[config.mk]
export PLATFORM = sky130hd
export DESIGN_NAME = gpr_vfilt
export DESIGN_NICKNAME = d
export VERILOG_FILES = /design/src/sv/gpr_pkg.sv /design/src/sv/gpr_vfilt.sv
export SDC_FILE = /design/constraint.sdc
export NUM_CORES = 2
export LEC_CHECK = 0
export BUFFER_PORTS_ARGS = -buffer_cell sky130_fd_sc_hd__buf_2
export CAP_MARGIN = 20
export CORE_MARGIN = 2
export CORE_UTILIZATION = 35
export CTS_CLUSTER_DIAMETER = 50
export DETAILED_ROUTE_END_ITERATION = 10
export SYNTH_ARGS = -nofsm -noshare
export SYNTH_HDL_FRONTEND = slang
export SYNTH_SLANG_ARGS = --single-unit
[constraint.sdc]
create_clock -name clk_i -period 11.5 [get_ports clk_i]
set_input_delay 1.15 -clock clk_i [delete_from_list [all_inputs] [get_ports clk_i]]
set_output_delay 1.15 -clock clk_i [all_outputs]
set_load 0.005 [all_outputs]
[src/sv/gpr_pkg.sv]
// Shared types, constants and small arithmetic helpers for the Gaussian pyramid reduce block.
// No dependencies; compiled first.
package gpr_pkg;

  localparam int NUM_CH     = 3;   // channels per pixel
  localparam int TAPS       = 5;   // binomial kernel length
  localparam int RING       = 4;   // previous rows kept per column in the line memory
  localparam int IN_W       = 16;
  localparam int OUT_W      = 24;
  localparam int COL_W      = 10;
  localparam int ROW_W      = 11;
  localparam int FW_W       = 12;  // frame_width register
  localparam int FH_W       = 13;  // frame_height register
  localparam int CFG_IDX_W  = 2;
  localparam int CFG_DATA_W = 13;

  typedef enum logic [CFG_IDX_W-1:0] {
    CFG_WIDTH    = 2'd0,
    CFG_HEIGHT   = 2'd1,
    CFG_CHANNELS = 2'd2
  } cfg_reg_e;

  // Reduced outputs released along one axis by one input position:
  // cnt outputs, the first centered d0 positions behind the current one.
  typedef struct packed {
    logic [1:0] cnt;
    logic [1:0] d0;
  } axis_t;

  typedef struct packed {
    logic [COL_W-1:0] col0;
    logic [ROW_W-1:0] row0;
    axis_t            ex;
    axis_t            ey;
    logic [2:0]       xlim;   // min(x,4): oldest usable column tap
    logic [2:0]       ylim;   // min(y,4): oldest usable row tap
    logic             x_last;
    logic             y_last;
  } item_ctl_t;

  function automatic axis_t axis_emit(input logic at_last, input logic p_even,
                                      input logic p_ge2);
    axis_t e;
    e.cnt = 2'd0;
    e.d0  = 2'd2;
    if (!at_last) begin
      if (p_even && p_ge2) e.cnt = 2'd1;
    end else if (!p_even) begin
      // even extent: one output centered one behind
      e.cnt = 2'd1;
      e.d0  = 2'd1;
    end else if (p_ge2) begin
      e.cnt = 2'd2;
    end else begin
      e.cnt = 2'd1;
      e.d0  = 2'd0;
    end
    return e;
  endfunction

  // Tap t (offset t-2 from the center) as a distance back from the newest sample,
  // replicated at both borders.
  function automatic logic [2:0] tap_idx(input logic [1:0] d, input int t,
                                         input logic [2:0] lim);
    int k;
    k = int'(d) + 2 - t;
    if (k < 0) k = 0;
    if (k > int'(lim)) k = int'(lim);
    return k[2:0];
  endfunction

  function automatic logic [31:0] binom5(input logic [31:0] e0, input logic [31:0] e1,
                                         input logic [31:0] e2, input logic [31:0] e3,
                                         input logic [31:0] e4);
    return e0 + (e1 << 2) + (e2 << 2) + (e2 << 1) + (e3 << 2) + e4;
  endfunction

endpackage

[src/sv/gpr_vfilt.sv]
// Vertical binomial pass over one column and the five-column window of vertical sums.
// Two row centers are kept for the bottom border. Depends on gpr_pkg.
module gpr_vfilt #(
  parameter int  SAMPLE_BITS = 16,
  localparam int VW          = SAMPLE_BITS + 4
) (
  input  logic                                                         clk_i,
  input  logic [gpr_pkg::TAPS-1:0][gpr_pkg::NUM_CH-1:0][SAMPLE_BITS-1:0] taps_i,
  input  logic [1:0]                                                   dy_i,
  input  logic [2:0]                                                   ylim_i,
  input  logic                                                         shift_i,
  output logic [gpr_pkg::TAPS-1:0][gpr_pkg::NUM_CH-1:0][VW-1:0]        win_a_o,
  output logic [gpr_pkg::TAPS-1:0][gpr_pkg::NUM_CH-1:0][VW-1:0]        win_b_o
);
  import gpr_pkg::*;

  logic [2:0]                         ka [TAPS];
  logic [2:0]                         kb [TAPS];
  logic [NUM_CH-1:0][VW-1:0]          va;
  logic [NUM_CH-1:0][VW-1:0]          vb;
  logic [TAPS-1:0][NUM_CH-1:0][VW-1:0] win_a_q;
  logic [TAPS-1:0][NUM_CH-1:0][VW-1:0] win_b_q;

  // second center is always the current row
  always_comb begin
    logic [31:0] sum_a;
    logic [31:0] sum_b;
    for (int t = 0; t < TAPS; t++) begin
      ka[t] = tap_idx(dy_i, t, ylim_i);
      kb[t] = tap_idx(2'd0, t, ylim_i);
    end
    for (int ch = 0; ch < NUM_CH; ch++) begin
      sum_a  = binom5(32'(taps_i[ka[0]][ch]), 32'(taps_i[ka[1]][ch]),
                      32'(taps_i[ka[2]][ch]), 32'(taps_i[ka[3]][ch]),
                      32'(taps_i[ka[4]][ch]));
      sum_b  = binom5(32'(taps_i[kb[0]][ch]), 32'(taps_i[kb[1]][ch]),
                      32'(taps_i[kb[2]][ch]), 32'(taps_i[kb[3]][ch]),
                      32'(taps_i[kb[4]][ch]));
      va[ch] = sum_a[VW-1:0];
      vb[ch] = sum_b[VW-1:0];
    end
  end

  always_ff @(posedge clk_i) begin
    if (shift_i) begin
      win_a_q[0] <= va;
      win_b_q[0] <= vb;
      for (int t = 1; t < TAPS; t++) begin
        win_a_q[t] <= win_a_q[t-1];
        win_b_q[t] <= win_b_q[t-1];
      end
    end
  end

  assign win_a_o = win_a_q;
  assign win_b_o = win_b_q;

endmodule

==> results.ini <==
[run_status]
status=completed

[placement]
gp_congestion=0.913
place_ws_ns=2.61
numPortBuffers=846
place_area_sq_um=46600
post-place-cells=5290
hpwl_um=106000

[global_route]
grt_pass1_vias=28600
grt_first_pass_wirelength_um=191000
grt_usage=0.220
grt_max_degree=178
antenna_found_initial=97
overflow=0

[yosys]
synth_area_sq_um=40700
ys_seq_area_frac=0.443
yosys_warnings=0
synth_area_leaders=edfxtp_1, fa_1, mux2_2
synth_cell_types=72
synth_edf_count=600
async_reset_ff_frac=0
syn_avg_cell_area_sq_um=13.3
synthCells=3055
yosys.area.top_type=edfxtp_1
yosysMostFrequentCell=edfxtp_1
ys_ff_latch=600
yosysTopAreaCellShare=0.443
syn_nets=3818
synth-main-ff-cell=edfxtp_1
synth_common_cells=edfxtp_1, inv_1, fa_1, mux2_2, mux2i_1

[drt]
num_vias=28600
route.detailed.wl_per_inst_um=24.6
routed_via_density=5.24
first_iter_violations=2303
drcViolationCount=0
first_pass_iters=9
routed_wl_um=135000
drtAntennaViolNets=0

[timing]
finalMaxSlewViolations=0
period_minus_slack_ns=8.28
timing.final.ws_setup_ns=3.22
skew_ns=0.0354
hold_viol=0
min_period_over_period=0.720
setup_violations=0
relSlewSlack=0.278
rsz0062_at_grt=no
fin_tns_setup_ns=0
max_slew.worst_pin.slew_ns=1.06
fmax_ghz=0.121

[cts]
clkTransAtPathRegs_ns=0.06
post_cts_resize_count=0
clockRootBuffer=clkbuf_16
clock_latency_ns=0.63
htreeDepth=3
cts_buffers=78
cts.sinks=600
cts_tree=built
ctsHoldBuffers=0
post_cts_buffers=0
clk_path_buf_depth=3

[run]
cap_violations=0

[power]
leakagePower_nw=21.2
ir_drop_mv=0.269
powerDensity_nw_per_um2=274

[critical_path]
r2r_setup_slack_ns=10.73
endpoint_kind=flip-flop
critPathArrivalTime_ns=8.65
startpoint_type=input pin
path_max_fanout=40
worstSetupPathType=in2reg
worstPathRequired_ns=11.87

[floorplanning]
die_area_sq_um=119000
die_h_um=345
start_util=0.351
die_w_um=345
core-area_sq_um=116000
io_pins=847
num_rows=125

[worst_hold_path]
holdCritPathClass=reg2reg

[final_layout]
instances_no_fill=5459
nets=4609
drive_above_1_share=0.332
syn2layout_area_growth_pct=20.8
finalInstanceArea_sq_um=49100
fill_cells=11000

routing by layer:
metal  vias up  wire length, um  track usage
met5         -              770            0
met2      1172            69400        0.393
met4       118             3040       0.0538
met1     14400            46900        0.246
li1      12600                -            -
met3       303            14400       0.0831
report_power, final:
group	internal [mW]	total, mW	leakage, nW	switching, mW
combinational	3.26	7.40	14.1	4.14
sequential	3.47	3.75	5.87	0.284
clock	1.37	2.30	1.18	0.934
total	8.10	13.5	21.2	5.35
cell type report:
type / instances / area, sq um / share of cell area
clock buffer: 97 / 2040 / 0.0416
clock inverter: 42 / 414 / 0.00843
inverter: 496 / 1860 / 0.0379
sequential: 600 / 18000 / 0.367
multi-input combinational: 1784 / 20200 / 0.411
tap: 1524 / 1910 / 0.0388
antenna: 30 / 75.1 / 0.00153
timing repair buffer: 886 / 4580 / 0.0934
critical path, stage by stage:
cell	delay (ns)
buf_2	0.25
inv_1	0.21
ha_1	0.39
ha_1	0.31
nor2b_1	0.13
o21ai_1	0.11
a32oi_1	0.09
a21oi_4	0.33
mux2i_4	0.52
buf_4	0.59
buf_4	0.47
mux2_2	0.38
a222oi_1	0.27
fa_1	0.51
fa_1	0.52
fa_1	0.54
inv_1	0.07
fa_1	0.45
a21o_1	0.19
a21oi_1	0.26
o21a_1	0.19
o31ai_1	0.12
a21oi_1	0.24
a21oi_1	0.11
xor2_1	0.15
kinds of logic (layout without fill, tap and decap cells):
group	count (synthesis)	in the layout	synth area share
XOR/XNOR	79	79	0.0170
AO/OA/AOI/OAI	496	496	0.0896
multiplexers	449	449	0.132
AND/OR/NAND/NOR	244	244	0.0276
adder cells (fa/ha/maj)	516	516	0.226
buffers and inverters	671	1521	0.0639
other	0	30	0
flip-flops	600	600	0.443
cells in the final DEF (no fill, tap or decap), types with 17 or more instances in the layout:
master     count
buf_2        844
edfxtp_1     600
inv_1        496
fa_1         366
mux2_2       217
mux2i_1      158
ha_1         150
nand2_1       99
clkbuf_16     79
o21ai_0       77
a222oi_1      64
a21oi_1       64
xnor2_1       62
nor2_1        54
o211ai_1      50
mux4_2        48
a22oi_1       47
buf_4         38
o221ai_1      33
o22a_1        32
diode_2       30
a21o_1        28
nor3_1        21
clkbuf_1      18
xor2_1        17
through the flow:
step | power (mW) | hold WS [ns] | util
floorplan | 8.94 | 0.452 | -
global placement | 11.2 | 0.422 | 0.402
detailed placement | 11.3 | 0.426 | 0.402
CTS | 13.7 | 0.403 | 0.424
global route | 14.7 | 0.419 | 0.424
finish | 13.5 | 0.404 | 0.424
final timing paths:
| check | from | end | depth (start not counted) |
|---|---|---|---|
| worst max-delay path | dy_i[1] | win_a_o[57] | 25 |
| worst min-delay path | win_b_o[74] | win_b_o[134] | 0 |
| worst max register to register | win_a_o[16] | win_a_o[76] | 0 |
| worst min register to register | win_b_o[74] | win_b_o[134] | 0 |
registers in the layout (all words and copies together) (netlist names):
| name | flops |
|---|---|
| win_a_o | 300 |
| win_b_o | 300 |
Power figures use the tool's default switching activity.
