### src/sv/gpr_pkg.sv
// Shared types, constants and small arithmetic helpers for the Gaussian pyramid reduce block.
// No dependencies; compiled first.
package gpr_pkg;

  localparam int NUM_CH     = 3;   // channels per pixel
  localparam int TAPS       = 5;   // binomial kernel length
  localparam int RING       = 4;   // previous rows kept per column in the line memory
  localparam int IN_W       = 16;
  localparam int OUT_W      = 24;
  localparam int COL_W      = 10;
  localparam int ROW_W      = 11;
  localparam int FW_W       = 12;  // frame_width register
  localparam int FH_W       = 13;  // frame_height register
  localparam int CFG_IDX_W  = 2;
  localparam int CFG_DATA_W = 13;

  typedef enum logic [CFG_IDX_W-1:0] {
    CFG_WIDTH    = 2'd0,
    CFG_HEIGHT   = 2'd1,
    CFG_CHANNELS = 2'd2
  } cfg_reg_e;

  // Reduced outputs released along one axis by one input position:
  // cnt outputs, the first centered d0 positions behind the current one.
  typedef struct packed {
    logic [1:0] cnt;
    logic [1:0] d0;
  } axis_t;

  typedef struct packed {
    logic [COL_W-1:0] col0;
    logic [ROW_W-1:0] row0;
    axis_t            ex;
    axis_t            ey;
    logic [2:0]       xlim;   // min(x,4): oldest usable column tap
    logic [2:0]       ylim;   // min(y,4): oldest usable row tap
    logic             x_last;
    logic             y_last;
  } item_ctl_t;

  function automatic axis_t axis_emit(input logic at_last, input logic p_even,
                                      input logic p_ge2);
    axis_t e;
    e.cnt = 2'd0;
    e.d0  = 2'd2;
    if (!at_last) begin
      if (p_even && p_ge2) e.cnt = 2'd1;
    end else if (!p_even) begin
      // even extent: one output centered one behind
      e.cnt = 2'd1;
      e.d0  = 2'd1;
    end else if (p_ge2) begin
      e.cnt = 2'd2;
    end else begin
      e.cnt = 2'd1;
      e.d0  = 2'd0;
    end
    return e;
  endfunction

  // Tap t (offset t-2 from the center) as a distance back from the newest sample,
  // replicated at both borders.
  function automatic logic [2:0] tap_idx(input logic [1:0] d, input int t,
                                         input logic [2:0] lim);
    int k;
    k = int'(d) + 2 - t;
    if (k < 0) k = 0;
    if (k > int'(lim)) k = int'(lim);
    return k[2:0];
  endfunction

  function automatic logic [31:0] binom5(input logic [31:0] e0, input logic [31:0] e1,
                                         input logic [31:0] e2, input logic [31:0] e3,
                                         input logic [31:0] e4);
    return e0 + (e1 << 2) + (e2 << 2) + (e2 << 1) + (e3 << 2) + e4;
  endfunction

endpackage

### src/sv/gpr_if.sv


interface gpr_out_if;
  import gpr_pkg::*;
  logic             valid;
  logic             ready;
  logic [COL_W-1:0] out_col;
  logic [ROW_W-1:0] out_row;
  logic [OUT_W-1:0] out_a;
  logic [OUT_W-1:0] out_b;
  logic [OUT_W-1:0] out_c;
  logic             row_end;
  logic             frame_end;

  modport source(output valid, output out_col, output out_row, output out_a,
                 output out_b, output out_c, output row_end, output frame_end,
                 input ready);
  modport sink(input valid, input out_col, input out_row, input out_a,
               input out_b, input out_c, input row_end, input frame_end,
               output ready);
endinterface

### src/sv/gpr_hseq.sv
// Output sequencer: walks the reduced pixels an input releases (up to four), applies the
// horizontal binomial pass on the window and holds the output register. Depends on gpr_pkg.
module gpr_hseq #(
  parameter int  SAMPLE_BITS = 16,
  localparam int VW          = SAMPLE_BITS + 4
) (
  input  logic                                                  clk_i,
  input  logic                                                  rst_ni,
  input  logic                                                  ld_i,
  input  gpr_pkg::item_ctl_t                                    ctl_i,
  input  logic                                                  three_ch_i,
  input  logic [gpr_pkg::TAPS-1:0][gpr_pkg::NUM_CH-1:0][VW-1:0] win_a_i,
  input  logic [gpr_pkg::TAPS-1:0][gpr_pkg::NUM_CH-1:0][VW-1:0] win_b_i,
  output logic                                                  take_o,
  gpr_out_if.source                                             px_out
);
  import gpr_pkg::*;

  item_ctl_t                          ctl_q;
  logic                               s2_valid_q, s2_valid_d;
  logic                               a_q, a_d;
  logic                               b_q, b_d;
  logic                               out_valid_q, out_valid_d;
  logic                               has_out, a_last, b_last, out_free, fire, done;
  logic [1:0]                         dx;
  logic [2:0]                         kx [TAPS];
  logic [TAPS-1:0][NUM_CH-1:0][VW-1:0] win;
  logic [NUM_CH-1:0][OUT_W-1:0]       acc;
  logic [COL_W-1:0]                   col_q;
  logic [ROW_W-1:0]                   row_q;
  logic [NUM_CH-1:0][OUT_W-1:0]       chan_q;
  logic                               re_q, fe_q;
  logic                               row_end;

  assign has_out  = s2_valid_q && (ctl_q.ex.cnt != 2'd0) && (ctl_q.ey.cnt != 2'd0);
  assign a_last   = (ctl_q.ex.cnt != 2'd2) || a_q;
  assign b_last   = (ctl_q.ey.cnt != 2'd2) || b_q;
  assign out_free = !out_valid_q || px_out.ready;
  assign fire     = has_out && out_free;
  assign done     = s2_valid_q && (!has_out || (fire && a_last && b_last));
  assign take_o   = !s2_valid_q || done;

  always_comb begin
    s2_valid_d = s2_valid_q;
    a_d        = a_q;
    b_d        = b_q;
    if (take_o) begin
      s2_valid_d = ld_i;
      a_d        = 1'b0;
      b_d        = 1'b0;
    end else if (fire) begin
      if (a_last) begin
        a_d = 1'b0;
        b_d = 1'b1;
      end else begin
        a_d = 1'b1;
      end
    end
  end

  always_comb begin
    out_valid_d = out_valid_q;
    if (fire) out_valid_d = 1'b1;
    else if (px_out.ready) out_valid_d = 1'b0;
  end

  // second column output is centered on the current column
  assign dx  = a_q ? 2'd0 : ctl_q.ex.d0;
  assign win = b_q ? win_b_i : win_a_i;

  always_comb begin
    logic [31:0] sum;
    for (int t = 0; t < TAPS; t++) kx[t] = tap_idx(dx, t, ctl_q.xlim);
    for (int ch = 0; ch < NUM_CH; ch++) begin
      sum     = binom5(32'(win[kx[0]][ch]), 32'(win[kx[1]][ch]), 32'(win[kx[2]][ch]),
                       32'(win[kx[3]][ch]), 32'(win[kx[4]][ch]));
      acc[ch] = (ch == 0 || three_ch_i) ? sum[OUT_W-1:0] : '0;
    end
  end

  assign row_end = ctl_q.x_last && a_last;

  always_ff @(posedge clk_i or negedge rst_ni) begin
    if (!rst_ni) begin
      s2_valid_q  <= 1'b0;
      a_q         <= 1'b0;
      b_q         <= 1'b0;
      out_valid_q <= 1'b0;
    end else begin
      s2_valid_q  <= s2_valid_d;
      a_q         <= a_d;
      b_q         <= b_d;
      out_valid_q <= out_valid_d;
    end
  end

  always_ff @(posedge clk_i) begin
    if (ld_i) ctl_q <= ctl_i;
    if (fire) begin
      col_q  <= ctl_q.col0 + {{(COL_W-1){1'b0}}, a_q};
      row_q  <= ctl_q.row0 + {{(ROW_W-1){1'b0}}, b_q};
      chan_q <= acc;
      re_q   <= row_end;
      fe_q   <= row_end && ctl_q.y_last && b_last;
    end
  end

  assign px_out.valid     = out_valid_q;
  assign px_out.out_col   = col_q;
  assign px_out.out_row   = row_q;
  assign px_out.out_a     = chan_q[0];
  assign px_out.out_b     = chan_q[1];
  assign px_out.out_c     = chan_q[2];
  assign px_out.row_end   = re_q;
  assign px_out.frame_end = fe_q;

endmodule
### src/flat_wrapper.sv
// flat-port wrapper written by rule: the top's interface ports become plain ports
module gpr_hseq_flat import gpr_pkg::*;
#(
  parameter int  SAMPLE_BITS = 16,
  localparam int VW          = SAMPLE_BITS + 4
)
  (clk_i, rst_ni, ld_i, ctl_i, three_ch_i, win_a_i, win_b_i, take_o, px_out_valid, px_out_out_col, px_out_out_row, px_out_out_a, px_out_out_b, px_out_out_c, px_out_row_end, px_out_frame_end, px_out_ready);
  gpr_out_if px_out_i ();
  input  logic clk_i;
  input  logic rst_ni;
  input  logic ld_i;
  input  gpr_pkg::item_ctl_t ctl_i;
  input  logic three_ch_i;
  input  logic [gpr_pkg::TAPS-1:0][gpr_pkg::NUM_CH-1:0][VW-1:0] win_a_i;
  input  logic [gpr_pkg::TAPS-1:0][gpr_pkg::NUM_CH-1:0][VW-1:0] win_b_i;
  output logic take_o;
  output wire logic [$bits(px_out_i.valid)-1:0] px_out_valid;
  output wire logic [$bits(px_out_i.out_col)-1:0] px_out_out_col;
  output wire logic [$bits(px_out_i.out_row)-1:0] px_out_out_row;
  output wire logic [$bits(px_out_i.out_a)-1:0] px_out_out_a;
  output wire logic [$bits(px_out_i.out_b)-1:0] px_out_out_b;
  output wire logic [$bits(px_out_i.out_c)-1:0] px_out_out_c;
  output wire logic [$bits(px_out_i.row_end)-1:0] px_out_row_end;
  output wire logic [$bits(px_out_i.frame_end)-1:0] px_out_frame_end;
  input wire logic [$bits(px_out_i.ready)-1:0] px_out_ready;
  assign px_out_valid = px_out_i.valid;
  assign px_out_out_col = px_out_i.out_col;
  assign px_out_out_row = px_out_i.out_row;
  assign px_out_out_a = px_out_i.out_a;
  assign px_out_out_b = px_out_i.out_b;
  assign px_out_out_c = px_out_i.out_c;
  assign px_out_row_end = px_out_i.row_end;
  assign px_out_frame_end = px_out_i.frame_end;
  assign px_out_i.ready = px_out_ready;
  gpr_hseq #(.SAMPLE_BITS(SAMPLE_BITS)) u_core (.clk_i(clk_i), .rst_ni(rst_ni), .ld_i(ld_i), .ctl_i(ctl_i), .three_ch_i(three_ch_i), .win_a_i(win_a_i), .win_b_i(win_b_i), .take_o(take_o), .px_out(px_out_i));
endmodule
### config.mk
export PLATFORM = sky130hd
export DESIGN_NAME = gpr_hseq_flat
export DESIGN_NICKNAME = d
export VERILOG_FILES = /design/src/sv/gpr_pkg.sv /design/src/sv/gpr_if.sv /design/src/sv/gpr_hseq.sv /design/src/flat_wrapper.sv
export SDC_FILE = /design/constraint.sdc
export NUM_CORES = 2
export LEC_CHECK = 0
export BUFFER_PORTS_ARGS = -buffer_cell sky130_fd_sc_hd__buf_2
export CELL_PAD_IN_SITES_DETAIL_PLACEMENT = 0
export CELL_PAD_IN_SITES_GLOBAL_PLACEMENT = 1
export CORE_UTILIZATION = 35
export CTS_CLUSTER_SIZE = 24
export DETAILED_ROUTE_END_ITERATION = 16
export PLACE_DENSITY = 0.75
export SLEW_MARGIN = 30
export SYNTH_ARGS = -nofsm -noshare
export SYNTH_HDL_FRONTEND = slang
export SYNTH_SLANG_ARGS = --single-unit
export TNS_END_PERCENT = 20
### constraint.sdc
create_clock -name clk_i -period 12.3 [get_ports clk_i]
set_clock_uncertainty 0.1 [all_clocks]
set_input_delay 2.46 -clock clk_i [delete_from_list [all_inputs] [get_ports clk_i]]
set_output_delay 2.46 -clock clk_i [all_outputs]
set_load 0.02 [all_outputs]
==> metrics <==
outcome complete, no violations; largest buffer count on any clock path 2; antenna viol nets, final 0; area of the core region between 0.09 and 0.1 mm²; maximum number of pins on one net before global-route repair around 120; summed instance area of the synthesized netlist about 0.032 mm²; root cell of the clock tree sky130_fd_sc_hd__clkbuf_16; Setup violations, final 0; mean post-synth cell area roughly 11 µm²; synthesized netlist net count about 3800; post-synthesis sequential area ratio 12.3%; clock latency at the later pin of the worst-skew pair around 0.5 ns; DRT Wirelength between 100000 and 150000 µm; area added between synthesis and finish 17.5%; number of vias per cell after detailed routing a little over 6; peak fanout along the critical path 19; required time at the endpoint of the critical path between 10 and 15 ns; number of CTS-inserted buffers 17; most used cell, CP sky130_fd_sc_hd__ha_1; final estimated routing congestion in global placement just over 0.9; leftover overflow at the end of global routing 0; number of DRC violations after detailed routing 0; initial antenna violation count 46; Max Transition Viols Final 0; Arrival @ worst endpoint 10.28 ns; number of I/O port buffers about 730; post-synthesis sequential element count 131; number of warnings printed during yosys synthesis 0; total I/O pin count ~740; clock tree from TritonCTS built; count of TritonRoute iterations in the first routing pass 6; final sum of negative setup slack 0 ns; number of gates given a new drive strength after cts 0; global router's overall resource usage around a quarter; class of the tightest hold or removal check register to register; number of enable flip-flop cells after synthesis about 130; min cycle time layout just over 10 ns; Avg WL per Cell 26.7 µm; full die area between 0.09 and 0.1 mm²; Distinct cells, synth between 80 and 90; Post-CTS Hold Fix Bufs 0; number of vias after detailed routing about 29000; Worst Tran Pin Value 1.17 ns; largest stage delay on the critical path roughly 0.53 ns; Highest Clock Rate just under 100 MHz; sort of element at the end of the critical path register; starting utilization of the core area a little over a third; number of failing hold endpoints at the final stage 0; Post-Synthesis Cells 2792; crit share post-route 81.9%; global-route wire length before repair ~180000 µm; placement row count 110; 1st-iter DRT viols 2921; R2R setup slack approximately 2.2 ns; Die W 304 µm; kind of start point of the critical path register; setup repair after global routing missed its margin false; Clock transition at path regs roughly 0.08 ns; Detail Placement HPWL slightly below 100000 µm; number of max-capacitance violations reported 0; # H-tree levels 4; Synth Flop Type sky130_fd_sc_hd__edfxtp_1; WS Path Type register to register; slowest stage cell on the critical path sky130_fd_sc_hd__fa_1; TritonCTS sink count 131; net total in the final layout 4371; die outline height roughly 300 µm; number of setup buffers added after CTS 0; vias in the first global route about 29000; share of synthesized flip-flops with an asynchronous set or reset under 10%; layout cells sized above 1 between 40% and 50%; max_slew headroom a little over a fifth
## registers in the layout (all words and copies together) (netlist names)
name / flops
u_core.px_out.out_a: 24
u_core.px_out.out_row: 11
u_core.px_out.frame_end: 1
u_core.px_out.row_end: 1
u_core.px_out.out_col: 10
u_core.b_q: 1
u_core.ctl_q: 32
u_core.px_out.out_c: 24
u_core.a_q: 1
u_core.s2_valid_q: 1
u_core.px_out.out_b: 24
u_core.px_out.valid: 1
## Yosys cell counts (14+ instances only)
master | instances | area share, %
sky130_fd_sc_hd__mux4_2 | 490 | 35
sky130_fd_sc_hd__o21ai_1 | 46 | 0.72
sky130_fd_sc_hd__nor3_1 | 78 | 1.2
sky130_fd_sc_hd__fa_1 | 183 | 11
sky130_fd_sc_hd__nor2_1 | 109 | 1.3
sky130_fd_sc_hd__nand2b_1 | 15 | 0.29
sky130_fd_sc_hd__nand3_1 | 93 | 1.5
sky130_fd_sc_hd__nand2_1 | 79 | 0.93
sky130_fd_sc_hd__buf_1 | 16 | 0.19
sky130_fd_sc_hd__a22oi_1 | 48 | 1.1
sky130_fd_sc_hd__o21a_1 | 43 | 1.0
sky130_fd_sc_hd__and2_1 | 14 | 0.27
sky130_fd_sc_hd__nor2b_1 | 17 | 0.33
sky130_fd_sc_hd__ha_1 | 150 | 5.9
sky130_fd_sc_hd__edfxtp_1 | 127 | 12
sky130_fd_sc_hd__inv_1 | 233 | 2.7
sky130_fd_sc_hd__a31oi_1 | 15 | 0.29
sky130_fd_sc_hd__o22ai_1 | 51 | 1.0
sky130_fd_sc_hd__xnor2_1 | 59 | 1.6
sky130_fd_sc_hd__a21oi_1 | 143 | 2.2
sky130_fd_sc_hd__o21ai_0 | 96 | 1.5
sky130_fd_sc_hd__mux2i_1 | 181 | 5.7
sky130_fd_sc_hd__xor2_1 | 45 | 1.2
sky130_fd_sc_hd__buf_2 | 105 | 1.6
sky130_fd_sc_hd__clkbuf_1 | 67 | 0.79
sky130_fd_sc_hd__a21o_1 | 33 | 0.78
sky130_fd_sc_hd__mux2_2 | 57 | 2.0
## cell families after synthesis
family | synth area share [%]
flip-flops | 12.3
AO/OA/AOI/OAI | 12.0
buffers and inverters | 5.94
multiplexers | 42.7
AND/OR/NAND/NOR | 6.82
adder cells (fa/ha/maj) | 17.4
XOR/XNOR | 2.85
## cell type report
cell class | count | area (µm²)
Multi-Input combinational cell | 2218 | 26300
Clock buffer | 17 | 425
Timing Repair Buffer | 793 | 4270
Inverter | 235 | 882
Sequential cell | 131 | 3920
Tap cell | 1176 | 1470
Antenna cell | 31 | 77.6
Clock inverter | 15 | 204
Fill cell | 8716 | 52700
## final timing paths
| path | from | endpoint | depth (start not counted) |
|---|---|---|---|
| max | u_core.a_q$_DFFE_PN0P_ | u_core.px_out.out_a[23]$_DFFE_PP_ | 33 |
| min | u_core.ctl_q[26]$_DFFE_PP_ | u_core.px_out.out_row[10]$_DFFE_PP_ | 1 |
| max reg2reg | u_core.a_q$_DFFE_PN0P_ | u_core.px_out.out_a[23]$_DFFE_PP_ | 33 |
| min reg2reg | u_core.ctl_q[26]$_DFFE_PP_ | u_core.px_out.out_row[10]$_DFFE_PP_ | 1 |
| max in group asynchronous | rst_ni | u_core.b_q$_DFFE_PN0P_ | 1 |
| min in group asynchronous | rst_ni | u_core.s2_valid_q$_DFFE_PN0N_ | 1 |
## placed cells by master, fill, tap and decap left out, drive strengths merged, types with 80 or more instances in the layout
master  instances
edfxtp        127
nand2          80
mux4          494
nor2          112
ha            150
mux2i         182
inv           244
o21ai         142
a21oi         146
buf           793
nand3          93
fa            183
## critical path, delay by kind of cell (launching register included)
kind	cells	cell delay, ns
fa+ha+maj	7	2.89
buf+inv	4	0.84
compound gates	13	2.95
flops	1	0.45
mux	2	0.50
xor+xnor	1	0.23
simple gates	6	1.90
## metrics by stage
step / setup WS, ns / util (%) / cell area (µm²) / hold WS [ns] / cells
final: 2.23 / 41.6 / 37500 / 0.456 / 4616
after global routing: 1.65 / 41.6 / 37500 / 0.471 / 4609
after CTS: 2.31 / 41.5 / 37400 / 0.456 / 4584
after detailed placement: 2.35 / 40.8 / 36800 / 0.437 / 4552
after global placement: 2.10 / 40.7 / 36700 / 0.427 / 4550
after floorplan: 4.02 / - / 31900 / 0.413 / 2792
## per-layer routing
metal / up-vias / share of wire, % / GRT usage (%)
met5: - / 0.11 / 0
met4: 20 / 3.7 / 10.4
met3: 263 / 9.4 / 5.81
met2: 1820 / 48 / 43.2
met1: 14211 / 39 / 33.9
li1: 12334 / - / -
Power is not shown: default switching activity piles up to over one toggle a cycle in this logic, so the estimate is an artifact.
